$ cat config.mk
export PLATFORM = sky130hd
export DESIGN_NAME = bbc_back
export DESIGN_NICKNAME = d
export VERILOG_FILES = /design/src/rtl/bbc_pkg.sv /design/src/rtl/bbc_ram.sv /design/src/rtl/bbc_back.sv
export SDC_FILE = /design/constraint.sdc
export NUM_CORES = 1
export LEC_CHECK = 0
export BUFFER_PORTS_ARGS = -buffer_cell sky130_fd_sc_hd__buf_2
export CAP_MARGIN = 20
export CORE_ASPECT_RATIO = 0.8
export CORE_MARGIN = 2
export CORE_UTILIZATION = 35
export CTS_CLUSTER_SIZE = 16
export DETAILED_ROUTE_END_ITERATION = 8
export PLACE_DENSITY = 0.51
export SYNTH_ARGS = -nofsm -noshare
export SYNTH_HDL_FRONTEND = slang
export SYNTH_SLANG_ARGS = --single-unit
export TNS_END_PERCENT = 10
$ cat constraint.sdc
create_clock -name aclk -period 3.1 [get_ports aclk]
set_input_delay 0.31 -clock aclk [delete_from_list [all_inputs] [get_ports aclk]]
set_output_delay 0.31 -clock aclk [all_outputs]
set_load 0.005 [all_outputs]
$ cat src/rtl/bbc_pkg.sv
// ----------------------------------------------------------------------------
// bbc_pkg
// Shared types and constants for the bracket balance checker.
// ----------------------------------------------------------------------------
`default_nettype none

package bbc_pkg;

    // default parameter values
    localparam int STACK_LIMIT_DEF = 16;
    localparam int POS_BITS_DEF    = 16;

    // depth of the queue between front and back (power of two)
    localparam int QUEUE_DEPTH = 4;

    // result field widths
    localparam int STATUS_W = 3;
    localparam int ERRPOS_W = 16;

    // character codes of interest
    localparam logic [7:0] CH_LPAREN    = 8'h28;
    localparam logic [7:0] CH_RPAREN    = 8'h29;
    localparam logic [7:0] CH_LBRACKET  = 8'h5B;
    localparam logic [7:0] CH_RBRACKET  = 8'h5D;
    localparam logic [7:0] CH_LBRACE    = 8'h7B;
    localparam logic [7:0] CH_RBRACE    = 8'h7D;
    localparam logic [7:0] CH_QUOTE     = 8'h22;
    localparam logic [7:0] CH_BACKSLASH = 8'h5C;
    localparam logic [7:0] CH_SPACE     = 8'h20;
    localparam logic [7:0] CH_SLASH     = 8'h2F;
    localparam logic [7:0] CH_NEWLINE   = 8'h0A;

    // bracket kinds as kept on the stack
    localparam logic [1:0] KIND_PAREN   = 2'd0;
    localparam logic [1:0] KIND_BRACKET = 2'd1;
    localparam logic [1:0] KIND_BRACE   = 2'd2;

    typedef enum logic [2:0] {
        CLS_OTHER,
        CLS_SPACE,
        CLS_SLASH,
        CLS_QUOTE,
        CLS_BACKSLASH,
        CLS_NEWLINE,
        CLS_OPEN,
        CLS_CLOSE
    } cls_t;

    typedef enum logic [STATUS_W-1:0] {
        ST_OK       = 3'd0,
        ST_MISMATCH = 3'd1,
        ST_DEEP     = 3'd2,
        ST_STRING   = 3'd3,
        ST_UNCLOSED = 3'd4
    } status_t;

    // classified character as it travels through the queue
    typedef struct packed {
        logic       last;
        cls_t       cls;
        logic [1:0] kind;
    } item_t;

    localparam int ITEM_W = $bits(item_t);

endpackage

`default_nettype wire

$ cat src/rtl/bbc_ram.sv
// ----------------------------------------------------------------------------
// bbc_ram
// Generic single-write, single-read RAM with registered read data.
// ----------------------------------------------------------------------------
`default_nettype none

module bbc_ram #(
    parameter int WIDTH = 2,
    parameter int DEPTH = 16
) (
    input  wire logic                     aclk,
    input  wire logic                     we,
    input  wire logic [$clog2(DEPTH)-1:0] waddr,
    input  wire logic [WIDTH-1:0]         wdata,
    input  wire logic [$clog2(DEPTH)-1:0] raddr,
    output logic      [WIDTH-1:0]         rdata
);

    logic [WIDTH-1:0] mem [DEPTH];

    always_ff @(posedge aclk) begin
        if (we) begin
            mem[waddr] <= wdata;
        end
        rdata <= mem[raddr];
    end

endmodule

`default_nettype wire

$ cat src/rtl/bbc_back.sv
// ----------------------------------------------------------------------------
// bbc_back
// Runs the string, comment and bracket stack logic and holds the result.
// ----------------------------------------------------------------------------
`default_nettype none

module bbc_back #(
    parameter int STACK_LIMIT = bbc_pkg::STACK_LIMIT_DEF,
    parameter int POS_BITS    = bbc_pkg::POS_BITS_DEF
) (
    input  wire logic                           aclk,
    input  wire logic                           aresetn,
    input  wire logic                           queue_empty,
    input  wire bbc_pkg::item_t                 item,
    input  wire logic [POS_BITS-1:0]            idx,
    output logic                                pop,
    output logic                                res_valid,
    input  wire logic                           res_ready,
    output logic      [bbc_pkg::STATUS_W-1:0]   res_status,
    output logic      [bbc_pkg::ERRPOS_W-1:0]   res_pos
);

    localparam int AW = $clog2(STACK_LIMIT);

    logic [AW-1:0]           depth_reg, depth_next;
    logic                    in_string_reg, in_string_next;
    logic                    bs_odd_reg, bs_odd_next;
    logic                    in_comment_reg, in_comment_next;
    logic                    prev_space_reg, prev_space_next;
    logic [POS_BITS-1:0]     mark_reg, mark_next;
    bbc_pkg::status_t        err_reg, err_next;
    logic [POS_BITS-1:0]     err_idx_reg, err_idx_next;

    // values after this byte, before the end-of-text restart
    logic [AW-1:0]           s_depth;
    logic                    s_in_string, s_bs_odd, s_in_comment, s_prev_space;
    logic [POS_BITS-1:0]     s_mark, s_err_idx;
    bbc_pkg::status_t        s_err;
    bbc_pkg::status_t        fin_err;
    logic [POS_BITS-1:0]     fin_idx;
    logic [POS_BITS+15:0]    fin_wide;

    logic                    out_free;
    logic                    do_push;
    logic [1:0]              top_kind;
    logic [1:0]              ram_rdata;
    logic [AW-1:0]           ram_raddr;
    logic                    bypass_reg;
    logic [1:0]              bypass_kind_reg;
    logic                    res_valid_reg, res_valid_next;
    logic [bbc_pkg::STATUS_W-1:0] res_status_reg;
    logic [bbc_pkg::ERRPOS_W-1:0] res_pos_reg;

    assign out_free = !res_valid_reg || res_ready;
    assign pop      = !queue_empty && (!item.last || out_free);
    assign top_kind = bypass_reg ? bypass_kind_reg : ram_rdata;

    always_comb begin
        s_depth      = depth_reg;
        s_in_string  = in_string_reg;
        s_bs_odd     = bs_odd_reg;
        s_in_comment = in_comment_reg;
        s_prev_space = prev_space_reg;
        s_mark       = mark_reg;
        s_err        = err_reg;
        s_err_idx    = err_idx_reg;
        do_push      = 1'b0;
        if (pop && err_reg == bbc_pkg::ST_OK) begin
            if (in_comment_reg) begin
                if (item.cls == bbc_pkg::CLS_NEWLINE) begin
                    s_in_comment = 1'b0;
                end
            end else if (in_string_reg) begin
                case (item.cls)
                    bbc_pkg::CLS_QUOTE: begin
                        if (!bs_odd_reg) begin
                            s_in_string = 1'b0;
                        end
                        s_bs_odd = 1'b0;
                    end
                    bbc_pkg::CLS_BACKSLASH: s_bs_odd = !bs_odd_reg;
                    default:                s_bs_odd = 1'b0;
                endcase
            end else begin
                s_prev_space = 1'b0;
                if (prev_space_reg && item.cls == bbc_pkg::CLS_SLASH) begin
                    s_in_comment = 1'b1;
                    s_mark       = POS_BITS'(idx - 1'b1);
                end else begin
                    case (item.cls)
                        bbc_pkg::CLS_SPACE: s_prev_space = 1'b1;
                        bbc_pkg::CLS_QUOTE: begin
                            s_in_string = 1'b1;
                            s_bs_odd    = 1'b0;
                            s_mark      = idx;
                        end
                        bbc_pkg::CLS_OPEN: begin
                            if (depth_reg == AW'(STACK_LIMIT - 1)) begin
                                s_err     = bbc_pkg::ST_DEEP;
                                s_err_idx = idx;
                            end else begin
                                do_push = 1'b1;
                                s_depth = AW'(depth_reg + 1'b1);
                            end
                        end
                        bbc_pkg::CLS_CLOSE: begin
                            if (depth_reg == '0 || top_kind != item.kind) begin
                                s_err     = bbc_pkg::ST_MISMATCH;
                                s_err_idx = idx;
                            end else begin
                                s_depth = AW'(depth_reg - 1'b1);
                            end
                        end
                        default: ;
                    endcase
                end
            end
        end
    end

    // end-of-text checks on the updated state
    always_comb begin
        fin_err = s_err;
        fin_idx = s_err_idx;
        if (s_err == bbc_pkg::ST_OK) begin
            if (s_in_comment) begin
                if (s_depth != '0) begin
                    fin_err = bbc_pkg::ST_UNCLOSED;
                    fin_idx = s_mark;
                end
            end else if (s_in_string) begin
                fin_err = bbc_pkg::ST_STRING;
                fin_idx = s_mark;
            end else if (s_depth != '0) begin
                fin_err = bbc_pkg::ST_UNCLOSED;
                fin_idx = POS_BITS'(idx + 1'b1);
            end
        end
        fin_wide = {16'b0, (fin_err == bbc_pkg::ST_OK) ? '0 : fin_idx};
    end

    always_comb begin
        if (pop && item.last) begin
            depth_next      = '0;
            in_string_next  = 1'b0;
            bs_odd_next     = 1'b0;
            in_comment_next = 1'b0;
            prev_space_next = 1'b0;
            mark_next       = '0;
            err_next        = bbc_pkg::ST_OK;
            err_idx_next    = '0;
        end else begin
            depth_next      = s_depth;
            in_string_next  = s_in_string;
            bs_odd_next     = s_bs_odd;
            in_comment_next = s_in_comment;
            prev_space_next = s_prev_space;
            mark_next       = s_mark;
            err_next        = s_err;
            err_idx_next    = s_err_idx;
        end
        // read ahead the entry that will be on top next cycle
        ram_raddr      = AW'(depth_next - 1'b1);
        res_valid_next = (res_valid_reg && !res_ready) || (pop && item.last);
    end

    always_ff @(posedge aclk) begin
        if (!aresetn) begin
            depth_reg      <= '0;
            in_string_reg  <= 1'b0;
            bs_odd_reg     <= 1'b0;
            in_comment_reg <= 1'b0;
            prev_space_reg <= 1'b0;
            mark_reg       <= '0;
            err_reg        <= bbc_pkg::ST_OK;
            err_idx_reg    <= '0;
            bypass_reg     <= 1'b0;
            res_valid_reg  <= 1'b0;
        end else begin
            depth_reg      <= depth_next;
            in_string_reg  <= in_string_next;
            bs_odd_reg     <= bs_odd_next;
            in_comment_reg <= in_comment_next;
            prev_space_reg <= prev_space_next;
            mark_reg       <= mark_next;
            err_reg        <= err_next;
            err_idx_reg    <= err_idx_next;
            bypass_reg     <= do_push;
            res_valid_reg  <= res_valid_next;
        end
    end

    always_ff @(posedge aclk) begin
        bypass_kind_reg <= item.kind;
        if (pop && item.last) begin
            res_status_reg <= fin_err;
            res_pos_reg    <= fin_wide[15:0];
        end
    end

    bbc_ram #(
        .WIDTH(2),
        .DEPTH(STACK_LIMIT)
    ) u_stack (
        .aclk  (aclk),
        .we    (do_push),
        .waddr (depth_reg),
        .wdata (item.kind),
        .raddr (ram_raddr),
        .rdata (ram_rdata)
    );

    assign res_valid  = res_valid_reg;
    assign res_status = res_status_reg;
    assign res_pos    = res_pos_reg;

endmodule

`default_nettype wire

## Word-level counts from Yosys, hierarchy flattened

Memory sizes are Yosys's and may differ from the RTL's. A register that Yosys moved wholly into a read port is not among the register bits.
Cells that the tools add are included.

- Input bits: 26
- Memories: 1
- Bits in registers: 66
- Memory bits (writable): 32
- Output and inout port bits: 21

- Add/sub/neg operators: 5
- Bitwise gates (word level): 3
- Reductions and logical operators: 23
- Equality and inequality tests: 10
- Muxes and demuxes: 63

Memory list:

| name | words | width | read ports | clocked after Yosys merged registers in | wr ports | RTL line | RTL |
|---|---|---|---|---|---|---|---|
| u_stack.mem | 16 | 2 | 1 | 1 | 1 | bbc_ram.sv:19 | `logic [WIDTH-1:0] mem [DEPTH];` |

Operators with widths:

| kind | count |
|---|---|
| two-way mux 16 bit | 16 |
| one-hot mux 16 bit (2 select lines) | 1 |
| two-way mux 3 bit | 10 |
| two-way mux 4 bit | 7 |
| two-way mux 1 bit | 26 |
| adder 16 x 1 -> 16 bit, second input constant | 1 |
| subtractor 16 x 1 -> 16 bit, second input constant | 1 |
| equality test 3 bit, second input constant | 4 |
| zero test 3 bit | 3 |
| one-hot mux 4 bit (2 select lines) | 1 |
| subtractor 4 x 1 -> 4 bit, second input constant | 2 |
| equality test 3 x 2 -> 1 bit, second input constant | 2 |
| one-hot mux 3 bit (2 select lines) | 1 |
| logical AND 1 bit | 5 |
| zero test 1 bit | 5 |
| adder 4 x 1 -> 4 bit, second input constant | 1 |
| equality test 4 bit, second input constant | 1 |
| zero test 4 bit | 1 |
| logical OR 1 bit | 4 |
| AND reduction 4 bit | 1 |
| nonzero test 4 bit | 1 |
| equality test 3 x 1 -> 1 bit, second input constant | 1 |
| NOT 1 bit | 3 |
| AND reduction 3 bit | 1 |
| other kinds (5) | 5 |

## Longest topological paths before layout

Gate-level depths: netlist of run 1.

- Word-level depth: 15
- Depth in mapped cells: 13
- Mapped depth without buffers: 12

## By module

From an unflattened synthesis of run 1, not the netlist that was laid out.

- Cell total of the unflattened synthesis: 584
- Area, all modules: 5474.0 um2

Modules (own cells, without submodules):

| module | times used | area an instance (um2) | cells an instance | sequential area each (um2) |
|---|---|---|---|---|
| bbc_back | 1 | 4093.9 | 506 | 1511.4 |
| bbc_ram | 1 | 1380.1 | 78 | 1001.0 |

## Least setup slack after synthesis of run 1

OpenSTA, ideal clock, no wires.

- Path kind: register -> register
- From: reg err_reg[2]
- To: reg u_stack.rdata[0] (read register of u_stack.mem)
- Arrival: 3.176 ns
- Cell stages (with the launch flop): 13
- Path slack: -0.203 ns
- Data required time: 2.973 ns
- Buffers on the path: 2
- Cells stage by stage: dfxtp_1 > or3_4 > or4_4 > buf_6 > o41ai_4 > xnor2_1 > nor2_4 > inv_1 > ha_1 > buf_1 > mux4_2 > mux2i_1 > mux2i_1

- Word-level cells in the longest chain between the ends: 5

RTL lines:

| item | RTL line | RTL |
|---|---|---|
| from (decl) | bbc_back.sv:31 | `bbc_pkg::status_t err_reg, err_next;` |
| from (signal assigned) | bbc_back.sv:175 | `err_reg <= bbc_pkg::ST_OK;` |
| from (signal assigned) | bbc_back.sv:186 | `err_reg <= err_next;` |
| zero test 3 bit | bbc_back.sv:68 | `if (pop && err_reg == bbc_pkg::ST_OK) begin` |
| logical AND 1 bit | bbc_back.sv:68 |  |
| two-way mux 4 bit | bbc_back.sv:68 |  |
| two-way mux 4 bit | bbc_back.sv:143 | `if (pop && item.last) begin` |
| subtractor 4 x 1 -> 4 bit | bbc_back.sv:163 | `ram_raddr = AW'(depth_next - 1'b1);` |
| to (decl) | bbc_ram.sv:16 | `output logic [WIDTH-1:0] rdata` |

Every way passes these cells.
A chain may end at the register's enable or synchronous reset.

## Worst setup path after layout of run 1

- From: reg err_reg[0]
- To: reg u_stack.rdata[1] (read register of u_stack.mem)

Same word-level chain as after synthesis.

==> metrics, run 1 <==
TritonCTS clock tree=yes; Syn Inst Count=564; maximum clock insertion buffer count=2; number of global-route vias before repair=4290; Cell Pwr Density=456 nW/µm²; worst hold stages=3; sequential power share=0.474; drt pass-1 iters=5; Seq. cell area=2510 µm²; Top FF cell, synth=edfxtp_1; Critical Path Source=err_reg[0]; number of flops mapped to enable cells by yosys=51; gpl congestion=0.914; CTS Sinks=100; Slew headroom=0.569; total global routing overflow=0; layout cells sized above 1=0.250; CP Data Required Time=3340 ps; Die X=144 µm; n_diodes=0; placed wire-length estimate=12000 µm; mapped cell area=5480 µm²; worst-margin pin slew=638 ps; first-pass GRT wire length=24900 µm; cell internal pwr=2.24 mW; Slew Limit Fails=0; endpoints failing setup=0; Clock transition at path regs=70 ps; # DRC=0; RR Endpoint=u_stack.rdata[1]; cts bufs inserted=9; startpoint types=flop; antenna viol nets, final=0; worst r2r src=err_reg[0]; total wire length=16100 µm; Design Area, Final=6650 µm²; Post-Syn Area per Cell=9.71 µm²; Sw Pwr=788 µW; drt first-iter violations=385; Biggest register=u_stack.mem; synthesis-stage register bit count=100; min cycle time layout=3070 ps; Worst VDD drop=0.000258 V; hold_ws=220 ps; RSZ-0062 raised after global routing=true; number of fill cells=1493; reg-to-reg slack, setup=30 ps; Multi-input gate area=2780 µm²; sequential area share after synthesis=0.459; Setup Skew=6.86 ps; WL per Instance=18.8 µm; Die Ht=116 µm; global-route usage over all layers=0.201; Top Ports=47; max reg flops=32; CP max FO=8; Die ar.=16700 µm²; clk_lat worst skew=360 ps; final net count=677; Yosys top cell by area=edfxtp_1; CTS H-tree lvls=3; top cells by area, synth=edfxtp_1, dfxtp_1, nor2_1; worst r2r path cells=12; initial antenna violation count=0; Hold Vio Cnt, Final=0; Fmax=326 MHz; Synth cell types=75; vias per cell=5.38; Switching Share=0.260; Worst Hold End=bypass_reg; largest net degree at the start of global routing=43; Max-cap violations=0; IO Port Bufs=46; crit path kind=reg -> reg; hold wc startpoint=aresetn; status=completed; synth warn=0; area of placed instances=6290 µm²; combinational share of power=0.125; critical path arrival=3310 ps; Worst Hold Class=in -> reg; Synth top area share=0.280; CTS root buf=clkbuf_16; Static Leak=2.58 nW; Final Cycle Share=0.991; Starting Density=0.361; area delta synth->final=21.4%; clock share of power=0.401; row count=40; fraction of registers with async set/reset=0; Via Count=4615; core area=15200 µm²; Worst setup EP type=flop
[worst max path at each step]
| stage | end | slack (ps) | cells after the start |
|---|---|---|---|
| 6_report | u_stack.rdata[1] | 30 | 12 |
| 2_1_floorplan | u_stack.rdata[0] | 40 | 12 |
| 5_1_grt | u_stack.rdata[1] | -70 | 12 |
| 3_5_place_dp | u_stack.rdata[0] | 10 | 11 |
| 3_3_place_gp | u_stack.rdata[0] | 40 | 10 |
| 4_1_cts | u_stack.rdata[1] | 9 | 10 |
[layout make-up]
type                    count  share of cell area
clock buffers              10              0.0359
clock inverters             6              0.0119
inverters                  11             0.00621
multi-input cells         410               0.418
flip-flops and latches    100               0.378
well taps                 210              0.0395
repair buffers            111               0.110
[cells by family after synthesis]
kind of cell    after synthesis  share of synthesized area
flops                       100                      0.459
fa+ha+maj                     8                     0.0183
xor+xnor                     16                     0.0256
buf+inv                      55                     0.0427
compound gates              114                      0.142
mux                          33                     0.0811
simple gates                237                      0.231
other cells                   1                   0.000685
[metal layers]
metal  track usage  vias up  wire, µm
li1              -     2218         -
met1         0.326     2241      8640
met2         0.263      147      6240
met3        0.0517        9      1130
met4        0.0412        0       114
met5             0        -         0
[worst max-delay path: stages, from the launching register on]
cell	delay, ps
dfxtp_2	340
or3_4	370
or4_4	490
o41ai_4	270
xnor2_2	120
buf_4	160
nor2_4	110
inv_1	50
ha_1	320
buf_12	150
mux4_2	290
mux2i_1	180
mux2i_1	90
[cell usage after synthesis (all sizes together) (6+ instances only)]
cell     n
nor2b   15
a31oi    9
nand4    8
nor2    75
o21ai   24
nand3   24
ha       8
a22oi    9
clkbuf  35
dfxtp   49
xnor2    8
o22ai    6
xor2     8
and3     7
a21oi   29
buf      9
inv     11
nor4     6
and2    17
mux2i   23
mux4     8
edfxtp  51
nand2   40
nor3     9
[per-stage QoR]
| stage | utilization | instances | worst slack (ps) | power (mW) | TNS [ps] |
|---|---|---|---|---|---|
| after detailed placement | 0.415 | 841 | 14.9 | 1.84 | 0 |
| after global routing | 0.438 | 858 | -74.0 | 3.14 | -121 |
| after global placement | 0.415 | 841 | 39.9 | 1.84 | 0 |
| after CTS | 0.436 | 857 | 9.25 | 3.05 | 0 |
| final | 0.438 | 858 | 28.5 | 3.03 | 0 |
| after floorplan | - | 565 | 43.6 | 1.68 | 0 |
[timing repair]
action                     4_1_cts  5_1_grt
buffers inserted                 0        1
hold buffers                     0        0
setup endpoints to repair        1       15
resized for setup                1        6
[power groups by stage]
stage	sequential, mW	combinational [mW]	clock [mW]
floorplan	1.46	0.215	0
global placement	1.47	0.371	0
detailed placement	1.47	0.372	0
CTS	1.44	0.375	1.24
global route	1.44	0.414	1.29
finish	1.44	0.380	1.21
[layout by cell type (no fill, tap or decap), types with 3 or more instances in the layout]
| master | count |
|---|---|
| nor2_1 | 74 |
| buf_4 | 63 |
| edfxtp_1 | 51 |
| dfxtp_1 | 48 |
| buf_2 | 46 |
| nand2_1 | 40 |
| a21oi_1 | 28 |
| nand3_1 | 24 |
| mux2i_1 | 23 |
| o21ai_0 | 23 |
| and2_1 | 17 |
| nor2b_1 | 15 |
| inv_1 | 11 |
| a31oi_1 | 9 |
| clkbuf_16 | 9 |
| nor3_1 | 8 |
| xor2_1 | 8 |
| nand4_1 | 8 |
| ha_1 | 8 |
| xnor2_1 | 7 |
| a22oi_1 | 7 |
| o22ai_1 | 6 |
| nand3b_1 | 5 |
| nand2b_1 | 5 |
| mux4_2 | 5 |
| and3_1 | 5 |
| nor3b_1 | 4 |
| or3_1 | 4 |
| nor4_1 | 4 |
| a32oi_1 | 4 |
| o221ai_1 | 4 |
| mux4_1 | 3 |
| a41oi_1 | 3 |
(Power assumes the default switching activity.)
==> run 2: changes to the inputs <==
- CORE_ASPECT_RATIO: 0.8 -> unset
==> metrics, run 2 (synthesis gave the netlist of run 1 again) <==
CP max FO=8; number of global-route vias before repair=4358; Slew Limit Fails=0; Worst VDD drop=0.000267 V; Static Leak=2.47 nW; Starting Density=0.359; clock share of power=0.376; Die X=129 µm; Worst Hold Class=in -> reg; Via Count=4542; CTS H-tree lvls=3; n_diodes=0; Switching Share=0.262; WL per Instance=17.5 µm; total wire length=14700 µm; critical path arrival=3310 ps; global-route usage over all layers=0.184; placed wire-length estimate=10900 µm; Top Ports=47; CP Data Required Time=3380 ps; Slew headroom=0.647; first-pass GRT wire length=23400 µm; commonest cells after routing, fill and taps aside=nor2_1, edfxtp_1, dfxtp_1; Design Area, Final=6480 µm²; RR Endpoint=u_stack.rdata[1]; Hold Vio Cnt, Final=0; reg-to-reg slack, setup=70 ps; total global routing overflow=0; antenna viol nets, final=0; Fmax=330 MHz; area delta synth->final=18.3%; layout cells sized above 1=0.232; Sw Pwr=753 µW; Critical Path Source=err_reg[2]; min cycle time layout=3030 ps; cell internal pwr=2.12 mW; combinational share of power=0.125; Worst setup endpoint=u_stack.rdata[1]; CTS Sinks=100; IO Port Bufs=46; Die ar.=16700 µm²; max reg flops=32; largest net degree at the start of global routing=43; Die Ht=129 µm; sequential power share=0.499; maximum clock insertion buffer count=2; status=completed; startpoint types=flop; commonest non-fill, non-tap cell in the layout=nor2_1; cts bufs inserted=9; gpl congestion=0.854; clk_lat worst skew=350 ps; core area=15300 µm²; worst r2r path cells=8; Biggest register=u_stack.mem; CTS root buf=clkbuf_16; crit path kind=reg -> reg; Clock transition at path regs=80 ps; Setup Skew=10.8 ps; final net count=655; # DRC=0; Cell Pwr Density=444 nW/µm²; row count=45; Max-cap violations=0; area of placed instances=6120 µm²; TritonCTS clock tree=yes; Final Cycle Share=0.977; Worst setup EP type=flop; worst-margin pin slew=522 ps; drt pass-1 iters=5; hold_ws=250 ps; endpoints failing setup=0; drt first-iter violations=298; vias per cell=5.43; Tot Pwr=2.88 mW; RSZ-0062 raised after global routing=true; initial antenna violation count=0; worst r2r src=err_reg[2]
run 2: area by class of cell:
| type | instances | area (µm²) |
|---|---|---|
| repair buffers | 89 | 557 |
| inverters | 11 | 41.3 |
| flip-flops and latches | 100 | 2510 |
| clock buffers | 9 | 225 |
| clock inverters | 7 | 57.6 |
| multi-input cells | 410 | 2820 |
| well taps | 211 | 264 |
| fillers | 1530 | 8780 |
run 2: through the flow:
stage	setup WS [ps]	std cells	util	TNS, ps
finish	70.6	837	0.424	0
global route	-29.2	837	0.424	-70.3
CTS	29.0	837	0.421	0
detailed placement	-38.7	821	0.401	-74.4
global placement	50.8	821	0.401	0
floorplan	43.6	565	-	0
run 2: per-layer routing:
| layer | up-vias | global-route usage | part of all wire |
|---|---|---|---|
| met5 | - | 0 | 0 |
| met4 | 0 | 0.0652 | 0.016 |
| met3 | 16 | 0.0289 | 0.046 |
| met2 | 158 | 0.286 | 0.46 |
| met1 | 2180 | 0.261 | 0.48 |
| li1 | 2188 | - | - |
run 2: critical path: stages, from the launching register on:
cell and delay, ps:
dfxtp_1 320, or3_4 380, or4_4 490, o41ai_4 270
xnor2_2 200, or3b_2 480, or3_1 340, a21oi_2 240
mux2i_1 230
run 2: timing repair:
item	4_1_cts	5_1_grt
hold buffers	0	0
hold endpoints to repair	0	0
endpoints found under the setup margin	2	17
buffers inserted	0	0
pin swaps	0	2
gates resized for setup	3	11
run 2: power by group through the flow:
| stage | Combinational, mW | Clock (mW) | Sequential [mW] |
|---|---|---|---|
| 6_report | 0.359 | 1.08 | 1.44 |
| 4_1_cts | 0.352 | 1.11 | 1.44 |
| 2_1_floorplan | 0.215 | 0 | 1.46 |
| 3_3_place_gp | 0.345 | 0 | 1.47 |
| 5_1_grt | 0.395 | 1.16 | 1.44 |
| 3_5_place_dp | 0.348 | 0 | 1.47 |
run 2: how the worst min path moves through the flow:
stage	startpoint	to	slack, ps	depth (start not counted)
6_report	aresetn	res_valid	250	2
2_1_floorplan	item[0]	bypass_kind_reg[0]	340	0
3_3_place_gp	prev_space_reg	prev_space_reg	450	2
5_1_grt	aresetn	res_valid	250	2
4_1_cts	aresetn	res_valid	240	2
3_5_place_dp	prev_space_reg	prev_space_reg	460	2
